**src/sv/wed_pkg.sv**
```systemverilog
// shared constants, types and helper functions for the weighted edit distance core
package wed_pkg;

  // store capacity and derived widths
  localparam int MAX_CHARS = 256;
  localparam int CNT_W     = $clog2(MAX_CHARS + 1);
  localparam int ADDR_W    = (MAX_CHARS > 1) ? $clog2(MAX_CHARS) : 1;

  // field widths
  localparam int SYM_W   = 21;
  localparam int DIST_W  = 18;
  localparam int COST_W  = 8;
  localparam int BOUND_W = 19;
  localparam int CMD_W   = 2;
  localparam int PROD_W  = CNT_W + COST_W;

  // stream bus widths
  localparam int IN_DATA_W  = 24;
  localparam int OUT_DATA_W = 24;
  localparam int IN_USER_W  = 2;
  localparam int OUT_USER_W = 2;

  localparam logic [DIST_W-1:0] DIST_MAX = {DIST_W{1'b1}};

  // request commands
  localparam logic [CMD_W-1:0] CMD_SOURCE = 2'd0;
  localparam logic [CMD_W-1:0] CMD_TARGET = 2'd1;
  localparam logic [CMD_W-1:0] CMD_FINISH = 2'd2;

  // controller to datapath commands
  typedef struct packed {
    logic load_src;
    logic set_ovf;
    logic count_tgt;
    logic start_row;
    logic rd_en;
    logic fin_calc;
    logic fin_out;
  } wed_cmd_t;

  // datapath to controller status
  typedef struct packed {
    logic src_zero;
    logic tgt_zero;
    logic src_full;
    logic tgt_full;
    logic last_rd;
    logic out_busy;
  } wed_stat_t;

  // saturating add of a distance and a distance
  function automatic logic [DIST_W-1:0] sat_add(input logic [DIST_W-1:0] a,
                                                input logic [DIST_W-1:0] b);
    logic [DIST_W:0] s;
    s = {1'b0, a} + {1'b0, b};
    return s[DIST_W] ? DIST_MAX : s[DIST_W-1:0];
  endfunction

  // saturating add of a distance and a cost
  function automatic logic [DIST_W-1:0] sat_add_cost(input logic [DIST_W-1:0] a,
                                                     input logic [COST_W-1:0] c);
    return sat_add(a, {{(DIST_W-COST_W){1'b0}}, c});
  endfunction

endpackage

```
**src/sv/wed_ctrl.sv**
```systemverilog
// controller state machine for the weighted edit distance core
module wed_ctrl
  import wed_pkg::*;
(
  input  logic             clk,
  input  logic             rst_n,
  input  logic             in_valid,
  input  logic [CMD_W-1:0] in_cmd,
  output logic             in_ready,
  input  wed_stat_t        stat,
  output wed_cmd_t         cmd
);

  localparam logic [2:0] S_IDLE     = 3'd0;
  localparam logic [2:0] S_ROW      = 3'd1;
  localparam logic [2:0] S_DRAIN    = 3'd2;
  localparam logic [2:0] S_FIN_CALC = 3'd3;
  localparam logic [2:0] S_FIN_OUT  = 3'd4;

  logic [2:0] state_r, state_nxt;
  logic       accept;

  assign in_ready = (state_r == S_IDLE);
  assign accept   = in_valid && in_ready;

  // next state and command decode
  always_comb begin
    state_nxt = state_r;
    cmd       = '0;
    unique case (state_r)
      S_IDLE: begin
        if (accept) begin
          case (in_cmd)
            CMD_SOURCE: begin
              if (stat.tgt_zero) begin
                if (stat.src_full) cmd.set_ovf = 1'b1;
                else cmd.load_src = 1'b1;
              end
            end
            CMD_TARGET: begin
              if (stat.tgt_full) begin
                cmd.set_ovf = 1'b1;
              end else begin
                cmd.count_tgt = 1'b1;
                if (!stat.src_zero) begin
                  cmd.start_row = 1'b1;
                  state_nxt     = S_ROW;
                end
              end
            end
            CMD_FINISH: state_nxt = S_FIN_CALC;
            default: ;
          endcase
        end
      end
      S_ROW: begin
        cmd.rd_en = 1'b1;
        if (stat.last_rd) state_nxt = S_DRAIN;
      end
      S_DRAIN: state_nxt = S_IDLE;
      S_FIN_CALC: begin
        cmd.fin_calc = 1'b1;
        state_nxt    = S_FIN_OUT;
      end
      S_FIN_OUT: begin
        if (!stat.out_busy) begin
          cmd.fin_out = 1'b1;
          state_nxt   = S_IDLE;
        end
      end
      default: state_nxt = S_IDLE;
    endcase
  end

  // state register
  always_ff @(posedge clk) begin
    if (!rst_n) begin
      state_r <= S_IDLE;
    end else begin
      state_r <= state_nxt;
    end
  end

endmodule

```
**config.mk**
```make
export PLATFORM = sky130hd
export DESIGN_NAME = wed_ctrl
export DESIGN_NICKNAME = d
export VERILOG_FILES = /design/src/sv/wed_pkg.sv /design/src/sv/wed_ctrl.sv
export SDC_FILE = /design/constraint.sdc
export NUM_CORES = 1
export LEC_CHECK = 0
export BUFFER_PORTS_ARGS = -buffer_cell sky130_fd_sc_hd__clkbuf_2
export CELL_PAD_IN_SITES_DETAIL_PLACEMENT = 0
export CELL_PAD_IN_SITES_GLOBAL_PLACEMENT = 1
export CORE_AREA = 2 2 39 41
export CTS_BUF_LIST = sky130_fd_sc_hd__clkbuf_8 sky130_fd_sc_hd__clkbuf_16
export DETAILED_ROUTE_END_ITERATION = 8
export DIE_AREA = 0 0 41 43
export PLACE_DENSITY = 0.7
export SYNTH_ARGS = -nofsm -noshare
export SYNTH_HDL_FRONTEND = slang
export SYNTH_SLANG_ARGS = --single-unit
```
**constraint.sdc**
```tcl
create_clock -name clk -period 1.35 [get_ports clk]
set_input_delay 0.135 -clock clk [delete_from_list [all_inputs] [get_ports clk]]
set_output_delay 0.135 -clock clk [all_outputs]
set_load 0.02 [all_outputs]
```
# Yosys cells after proc, flatten, opt, wreduce, memory -nomap -nowiden
# Cells that the tools add are included.
[totals]
reg_bits = 3
in_bits = 11
out_inout_bits = 8
word_cells = 38
[op_classes]
eq_ne = 11
muxes = 22
n_reduce_logical = 4
[ops]
columns = ["operator", "count"]
rows = [
  ["$mux W3", 5],
  ["$pmux W3 S4", 1],
  ["$mux W1", 9],
  ["$mux W4", 2],
  ["$mux W2", 3],
  ["$ne A3 B3 Y1 const B", 2],
  ["$pmux W3 S2", 1],
  ["$reduce_and A6 Y1", 1],
  ["$ne A2 B2 Y1 const B", 2],
  ["$eq A3 B1 Y1 const B", 1],
  ["$eq A3 B2 Y1 const B", 1],
  ["$eq A3 B3 Y1 const B", 1],
  ["$logic_not A3 Y1", 1],
  ["$ne A3 B1 Y1 const B", 1],
  ["$eq A2 B1 Y1 const B", 1],
  ["$eq A2 B2 Y1 const B", 1],
  ["$logic_not A2 Y1", 1],
  ["$ne A2 B1 Y1 const B", 1],
  ["$pmux W1 S2", 1],
  ["$logic_and A1 B1 Y1", 1],
]

# Depth between registers and ports, before layout
# Gate-level depths: netlist (run 1).
[logic_depth]
ltp_word = 5
mapped_depth = 3
ltp_nobuf = 3

# Worst setup path after synthesis (run 1)
# Ideal clock, no wire load.
[synth_path]
path_type = "register -> output"
startpoint = "register state_r[1]"
endpoint = "output cmd[6] (netlist bit)"
arrival_time_ps = 1987
required_time_ps = 1215
path_slack_ps = -772
path_stages_with_launch = 4
path_buffers = 0
path_cell_list = "dfxtp_1 nor3_1 nand3b_1 nor4b_1"
[synth_rtl]
columns = ["item", "line_no", "text"]
rows = [
  ["start: declaration", "wed_ctrl.sv:20", "logic [2:0] state_r, state_nxt;"],
  ["start signal: assignment", "wed_ctrl.sv:80", "state_r <= state_nxt;"],
  ["end: declaration", "wed_ctrl.sv:11", "output wed_cmd_t cmd"],
]

==> impl_metrics.toml, run 1 <==
[cells_and_area]
drive_above_1_share = 0.6207
fin_nets = 70
final_common_cell = "clkbuf_2"
final_cell_mix = "clkbuf_2 (14), buf_4 (9), nor2_1 (5), clkbuf_8 (4), dfxtp_2 (3)"
synthToLayoutAreaGrowth_pct = 109.7
fillers = 141
layout.cells.non_filler = 74
top_regs = "state_r (3)"
diodes = 0
top_register = "state_r"
largest_register_ffs = 3

[run]
max_cap_violations = 0

[floorplanning]
die_x_um = 41
dieArea_sq_um = 1763
num_io_pins = 19
core_sq_um = 1384
fp.dieH_um = 43
start_util = 0.1682
rows = 14

[setup_path]
crit_path_start = "state_r[1]"
start_kind = "flip-flop"
worst-path-max-fanout = 4
slowest_stage = "dfxtp_2"
cp-end-kind = "output port"
r2r-start = "state_r[1]"
worstSetupPathType = "flip-flop to output port"
crit_path_max_incr_delay_ns = 0.32
crit_arrival_ns = 1.36
crit_family = "simple AND/OR/NAND/NOR gates"
r2r_slack_ns = 0.32
worstPathBufferInverterCount = 1
required_ns = 1.22
crit_chain = "nor3_4, nand3b_1, nor4b_4, buf_4"

[clock_tree]
cts-root-buf = "clkbuf_8"
cts_tree = "yes"
cts_inserted_buffers = 3
clk_latency_ns = 0.21
cts.sinks = 3
clk_pin_slew_ns = 0.03
cts_buffer_depth = 2
htreeDepth = 1
cts_setup_buffers = 0

[hold_path]
min_from = "rst_n"
hold_class = "input port to flip-flop"

[detailed_routing]
viasPerCell = 4.446
via_count = 329
routed_wl_um = 725
first_iter_violations = 3
drtAntennaViolNets = 0
wl_per_cell_um = 9.797
dr.pass1.iters = 4
route.detailed.drc = 0

[global_routing]
grt_usage = 0.1022
antenna_found_initial = 0
grt_pass1_wl_mm = 1.248
grt_max_degree = 7
grt_pass1_vias = 317
grt_remaining_overflow = 0

[place]
placed_cells = 70
post-place-ws_ns = 0.03296
port_buffers = 18
hpwl_um = 555
gp_congestion = 0.6801

[sta]
hold_viol = 0
worst_pin_slew_ns = 0.2913
max_freq_ghz = 0.6670
relSlewSlack = 0.8043
finalSetupViolCount = 4
rsz0062_at_grt = "true"
layout_setup_ws_ns = -0.1493
fin_crit_ns = 1.499
clock_skew_ns = 0.001048
period_share = 1.111
finalMaxSlewViolations = 0

[pwr]
p_leak_nw = 0.2268
p_per_area_nw_per_um2 = 906.6
ir_worst_vdd_v = 0.0003871

[logic_synthesis]
syn_area_per_cell_sq_um = 7.757
synth_cell_types = 20
synth_warnings = 0
syn_area_sq_um = 232.7
yosysSeqAreaShare = 0.2581
synth_nets = 41
synthCells = 30
synth_seq_cells = 3

[status]
status = "finished with violations"
violations = "negative setup slack"
[worst register-to-register path, cell delays in order (launching register included)]
cell and delay [ns]:
dfxtp_2 0.32, nor3_4 0.18, buf_4 0.14, a21boi_0 0.16, a211oi_1 0.09
[repair_timing]
action,in CTS,in global routing
pin swaps,3,2
hold endpoints to repair,0,0
hold buffers,0,0
setup endpoints to repair,4,5
resized for setup,6,5
[kinds of logic after synthesis]
logic type	share of synthesized area
AO/OA/AOI/OAI	0.2258
AND/OR/NAND/NOR	0.5162
flip-flops	0.2581
[through the flow]
step / hold WS (ns) / setup TNS, ns / util / total power, W / cell area (sq um)
after floorplan: 0.2519 / -0.2618 / - / 0.0001392 / 267.8
after global placement: 0.3957 / 0 / 0.3056 / 0.0001854 / 422.9
after detailed placement: 0.3968 / 0 / 0.3056 / 0.0001854 / 422.9
after CTS: 0.1728 / -0.4893 / 0.3499 / 0.0004501 / 484.2
after global routing: 0.1957 / -0.6343 / 0.3526 / 0.0004665 / 488.0
final: 0.1759 / -0.3530 / 0.3526 / 0.0004424 / 488.0
[final cells by class]
cell class,instances,area (sq um),area share
Clock buffer,3,41.29,0.08462
Sequential cell,3,63.81,0.1308
Tap cell,16,20.02,0.04103
Timing Repair Buffer,24,151.4,0.3103
Clock inverter,1,3.754,0.007692
Multi-Input combinational cell,27,207.7,0.4256
[layer usage]
layer  up-vias  track usage  routed length, um  part of all wire
met3         0      0.03141                 77              0.11
met4         0      0.04000                  0                 0
met5         -            0                  0                 0
met1       143       0.1310                338              0.47
li1        167            -                  -                 -
met2        19       0.1531                310              0.43
[Yosys cell counts]
master	count	area [sq um]
nand2_1	2	7.510
and3b_1	1	8.760
a21boi_0	1	7.510
nand2b_1	1	6.260
o211ai_1	1	7.510
nor3b_1	1	7.510
nor2_1	5	18.77
dfxtp_1	3	60.06
o2bb2ai_1	1	8.760
nand3_1	1	5.000
nand3b_1	2	15.01
nor3_1	2	10.01
a211oi_1	1	7.510
and2b_2	1	8.760
nor2b_1	1	6.260
o21ba_2	1	10.01
a31oi_1	1	6.260
a21oi_1	1	5.000
or3b_1	2	17.52
nor4b_1	1	8.760
[power breakdown]
| part | switching [W] | total [W] | internal, W |
|---|---|---|---|
| Sequential | 0.00000278 | 0.0000954 | 0.0000926 |
| Clock | 0.0000606 | 0.000254 | 0.000194 |
| Combinational | 0.0000446 | 0.0000927 | 0.0000482 |
| Total | 0.000108 | 0.000442 | 0.000334 |
[worst paths after layout]
path / to / cells past startpoint
setup / recovery: cmd[6] / 4
hold / removal: state_r[0] / 2
setup reg to reg: state_r[1] / 4
hold reg to reg: state_r[2] / 2
No activity file was read; power rests on OpenSTA's default activity.
==> run 2: changes to the inputs <==
--- a/config.mk
+++ b/config.mk
@@ -12,7 +12,7 @@
 export CTS_BUF_LIST = sky130_fd_sc_hd__clkbuf_8 sky130_fd_sc_hd__clkbuf_16
 export DETAILED_ROUTE_END_ITERATION = 8
 export DIE_AREA = 0 0 41 43
-export PLACE_DENSITY = 0.7
+export PLACE_DENSITY_LB_ADDON = 0.1
 export SYNTH_ARGS = -nofsm -noshare
 export SYNTH_HDL_FRONTEND = slang
 export SYNTH_SLANG_ARGS = --single-unit
==> constraint.sdc (replaced) <==
create_clock -name clk -period 1.35 [get_ports clk]
set_input_delay 0.135 -clock clk [delete_from_list [all_inputs] [get_ports clk]]
set_output_delay 0.135 -clock clk [all_outputs]
set_load 0.005 [all_outputs]
==> impl_metrics.toml, run 2 (synthesized netlist as in run 1, its figures left out) <==
[floorplanning]
die_x_um = 41
fp.dieH_um = 43
start_util = 0.1682
core_sq_um = 1384
dieArea_sq_um = 1763
num_io_pins = 19
rows = 14

[cells_and_area]
multi_input_area_sq_um = 196.4
fin_nets = 72
diodes = 0
drive_above_1_share = 0.6000
largest_register_ffs = 3
layout.cells.non_filler = 76
utilization = 0.3418
final_cell_mix = "clkbuf_2 (17), buf_4 (8), nor2_1 (4), clkbuf_8 (3)"
fillers = 154
top_regs = "state_r (3)"
stdcell_area_sq_um = 473.0
synthToLayoutAreaGrowth_pct = 103.2
register_area_sq_um = 61.31
top_register = "state_r"
final_common_cell = "clkbuf_2"

[sta]
period_share = 1.062
layout_setup_ws_ns = -0.08362
finalSetupViolCount = 4
fin_crit_ns = 1.434
max_freq_ghz = 0.6975
worst_pin_slew_ns = 0.3317
hold_viol = 0
clock_skew_ns = 0.003092
rsz0062_at_grt = "true"
relSlewSlack = 0.7772
finalMaxSlewViolations = 0

[pwr]
p_per_area_nw_per_um2 = 901.4
p_switching_w = 0.00009395
clock_power_share = 0.585
total_power_w = 0.0004263
ir_worst_vdd_v = 0.0004247
seqPwrFrac = 0.223
p_leak_nw = 0.2241
netSwitchingFraction = 0.2204
internal-power_w = 0.0003324
comb_power_share = 0.192

[setup_path]
crit_arrival_ns = 1.30
worst-path-max-fanout = 4
start_kind = "flip-flop"
reg2reg_depth = 4
worstSetupPathType = "flip-flop to output port"
required_ns = 1.22
cp-end-kind = "output port"

[clock_tree]
cts_inserted_buffers = 3
cts_buffer_depth = 2
cts_tree = "yes"
clk_latency_ns = 0.21
clk_pin_slew_ns = 0.03
htreeDepth = 1
ctsHoldBuffers = 0
cts.sinks = 3
cts-root-buf = "clkbuf_8"

[global_routing]
grt_util_met1 = 0.1154
grt_remaining_overflow = 0
top_usage_layer = "met2"
grt_pass1_wl_mm = 1.179
antenna_found_initial = 0
grt_pass1_vias = 304
grt_usage = 0.09829
gr-usage-met2 = 0.1563
grtUsageMet3 = 0.04712
grt_max_degree = 6

[hold_path]
hold_class = "input port to flip-flop"
holdPathStages = 2

[detailed_routing]
first_iter_violations = 1
via_count = 353
dr.pass1.iters = 3
drtAntennaViolNets = 0
viasPerCell = 4.645
routed_wl_um = 785
wl_per_cell_um = 10.33
route.detailed.drc = 0

[place]
placed_cells = 70
gp_congestion = 0.7026
dpl_cell_area_sq_um = 387.9
port_buffers = 18

[run]
max_cap_violations = 0

[status]
status = "finished with violations"
violations = "negative setup slack"
==> run 2: cell types whose count changed in the layout (fill, tap and decap cells not counted) <==
cell	change
nor4b_4	-1
buf_4	-1
clkbuf_8	-1
nor3b_2	-1
nor2_2	+1
nor4b_2	+1
nor2_1	-1
buf_2	+1
clkbuf_2	+3
nor3b_1	+1
dfxtp_1	+2
dfxtp_2	-2
==> run 2: routing by layer <==
layer	vias to the layer above	part of all wire
li1	173	-
met1	162	0.38
met2	18	0.51
met3	0	0.11
met4	0	0
met5	-	0
==> run 2: cell type report <==
class	count	area share
multi-input combinational	27	0.4153
clock buffer	3	0.08730
sequential	3	0.1296
timing repair buffer	26	0.3175
clock inverter	1	0.007937
tap	16	0.04233
==> run 2: metrics by stage <==
step                TNS (ns)  hold slack [ns]  setup WS (ns)
floorplan                  0           0.2519        0.03178
CTS                  -0.2021           0.1838        -0.1051
global placement           0           0.4007        0.06408
finish               -0.2287           0.1900       -0.08362
detailed placement         0           0.4004        0.03789
global route         -0.6250           0.1984        -0.1844
==> run 2: timing repair <==
item,in CTS,in global routing
setup endpoints to repair,4,4
pin swaps,0,1
setup buffers,0,2
resized for setup,3,4
==> run 2: path summary, 6_finish.rpt <==
check | slack, ns | end | from
worst min register to register | 0.69 | state_r[1] | state_r[1]
worst max-delay path | -0.08 | cmd[5] | state_r[1]
worst max register to register | 0.23 | state_r[0] | state_r[2]
worst min-delay path | 0.19 | state_r[0] | rst_n
==> run 2: worst max-delay path: stages (launching register included) <==
cell      delay (ns)
dfxtp_2         0.32
nor3_4          0.20
nand3b_1        0.17
buf_4           0.18
a21oi_2         0.10
clkbuf_2        0.12
==> run 2: power by group through the flow <==
stage	Sequential (W)	Combinational (W)	Clock, W
final	0.0000952	0.0000817	0.000249
after global routing	0.0000955	0.0000906	0.000267
after CTS	0.0000941	0.0000739	0.000258
after detailed placement	0.0000946	0.0000712	0
after global placement	0.0000944	0.0000703	0
after floorplan	0.0000958	0.0000273	0
==> run 3: changes to the inputs <==
--- a/config.mk
+++ b/config.mk
@@ -9,7 +9,7 @@
 export CELL_PAD_IN_SITES_DETAIL_PLACEMENT = 0
 export CELL_PAD_IN_SITES_GLOBAL_PLACEMENT = 1
 export CORE_AREA = 2 2 39 41
-export CTS_BUF_LIST = sky130_fd_sc_hd__clkbuf_8 sky130_fd_sc_hd__clkbuf_16
+export CTS_BUF_LIST = sky130_fd_sc_hd__clkbuf_4 sky130_fd_sc_hd__clkbuf_8 sky130_fd_sc_hd__clkbuf_16
 export DETAILED_ROUTE_END_ITERATION = 8
 export DIE_AREA = 0 0 41 43
 export PLACE_DENSITY_LB_ADDON = 0.1
==> constraint.sdc (replaced) <==
create_clock -name clk -period 1.35 [get_ports clk]
set_input_delay 0 -clock clk [delete_from_list [all_inputs] [get_ports clk]]
set_output_delay 0 -clock clk [all_outputs]
set_load 0.005 [all_outputs]
==> impl_metrics.toml, run 3 (synthesized netlist as in run 1, its figures left out) <==
[sta]
layout_setup_ws_ns = 0.02566
period_share = 0.9810
finalSetupViolCount = 0
finalMaxSlewViolations = 0
max_freq_ghz = 0.7551
relSlewSlack = 0.8063
worst_pin_slew_ns = 0.2884
clock_skew_ns = 0.006803
rsz0062_at_grt = "true"
hold_viol = 0
fin_crit_ns = 1.324
setup_tns_ns = 0

[detailed_routing]
viasPerCell = 4.568
route.detailed.drc = 0
routed_wl_um = 755
wl_per_cell_um = 10.20
dr.pass1.iters = 2
via_count = 338
drtAntennaViolNets = 0
first_iter_violations = 6

[cells_and_area]
final_cell_mix = "clkbuf_2 (17), buf_4 (6), nor2_1 (5), clkbuf_4 (4), dfxtp_4 (3)"
register_area_sq_um = 71.32
multi_input_area_sq_um = 190.2
largest_register_ffs = 3
fillers = 163
utilization = 0.3228
synthToLayoutAreaGrowth_pct = 91.94
diodes = 0
top_regs = "state_r (3)"
stdcell_area_sq_um = 446.7
drive_above_1_share = 0.6034
fin_nets = 70
top_register = "state_r"
final_common_cell = "clkbuf_2"

[global_routing]
antenna_found_initial = 0
grt_util_met1 = 0.1051
grt_max_degree = 7
gr-usage-met2 = 0.1563
top_usage_layer = "met2"
grt_remaining_overflow = 0
grtUsageMet3 = 0.05236
grt_pass1_vias = 298
grt_usage = 0.09610
grt_pass1_wl_mm = 1.152

[status]
status = "completed"

[pwr]
p_per_area_nw_per_um2 = 795.1
total_power_w = 0.0003552
ir_worst_vdd_v = 0.0004705
p_leak_nw = 0.2075

[hold_path]
hold_class = "input port to flip-flop"

[clock_tree]
cts.sinks = 3
cts_tree = "yes"
cts_inserted_buffers = 3
ctsHoldBuffers = 0
cts-root-buf = "clkbuf_4"
cts_buffer_depth = 2
clk_pin_slew_ns = 0.04
clk_latency_ns = 0.24
htreeDepth = 1

[setup_path]
worstSetupPathType = "flip-flop to flip-flop"
cp-end-kind = "flip-flop"
start_kind = "flip-flop"
worst-path-max-fanout = 3
crit_arrival_ns = 1.44
required_ns = 1.46

[floorplanning]
start_util = 0.1682
die_x_um = 41
dieArea_sq_um = 1763
rows = 14
fp.dieH_um = 43
num_io_pins = 19
core_sq_um = 1384

[place]
dpl_cell_area_sq_um = 350.3
post-place-ws_ns = 0.08546
gp_congestion = 0.7073
hpwl_um = 582.8
port_buffers = 18

[run]
max_cap_violations = 0
## run 3: critical path, stage by stage (launching register included)
cell	delay (ns)
dfxtp_4	0.34
nor3_4	0.19
buf_4	0.14
buf_4	0.09
buf_4	0.09
buf_4	0.10
a21boi_1	0.17
a211oi_1	0.09
## run 3: where the power goes
part	switching (W)	internal [W]	total, W
logic	0.0000332	0.0000457	0.0000789
registers	0.00000394	0.0000878	0.0000917
clock network	0.0000533	0.000131	0.000185
## run 3: worst paths after layout
path | startpoint | endpoint | slack, ns | cells past startpoint
max | state_r[2] | state_r[1] | 0.03 | 7
min reg2reg | state_r[1] | state_r[1] | 0.60 | 3
max reg2reg | state_r[2] | state_r[1] | 0.03 | 7
min | rst_n | state_r[0] | 0.02 | 2
## run 3: metal layers
metal  up-vias  wire length (um)
met4         0                 0
met5         -                 0
met3         0                73
met1       152               307
li1        170                 -
met2        16               374
## run 3: per-stage QoR
| stage | hold slack [ns] | instances |
|---|---|---|
| 2_1_floorplan | 0.03110 | 30 |
| 3_3_place_gp | 0.2233 | 65 |
| 3_5_place_dp | 0.2233 | 65 |
| 4_1_cts | 0.02117 | 73 |
| 5_1_grt | 0.02291 | 74 |
| 6_report | 0.01749 | 74 |
## run 3: final cells by class
cell class | instances | share of cell area
multi-input cells | 27 | 0.4258
clock buffers | 4 | 0.06723
repair buffers | 24 | 0.3025
well taps | 16 | 0.04482
flip-flops and latches | 3 | 0.1597
## run 3: timing repair
action / in CTS / in global routing
endpoints found under the setup margin: 3 / 3
gates resized for setup: 7 / 4
buffers inserted: 4 / 1
endpoints found under the hold margin: 0 / 0
pin swaps: 3 / 3
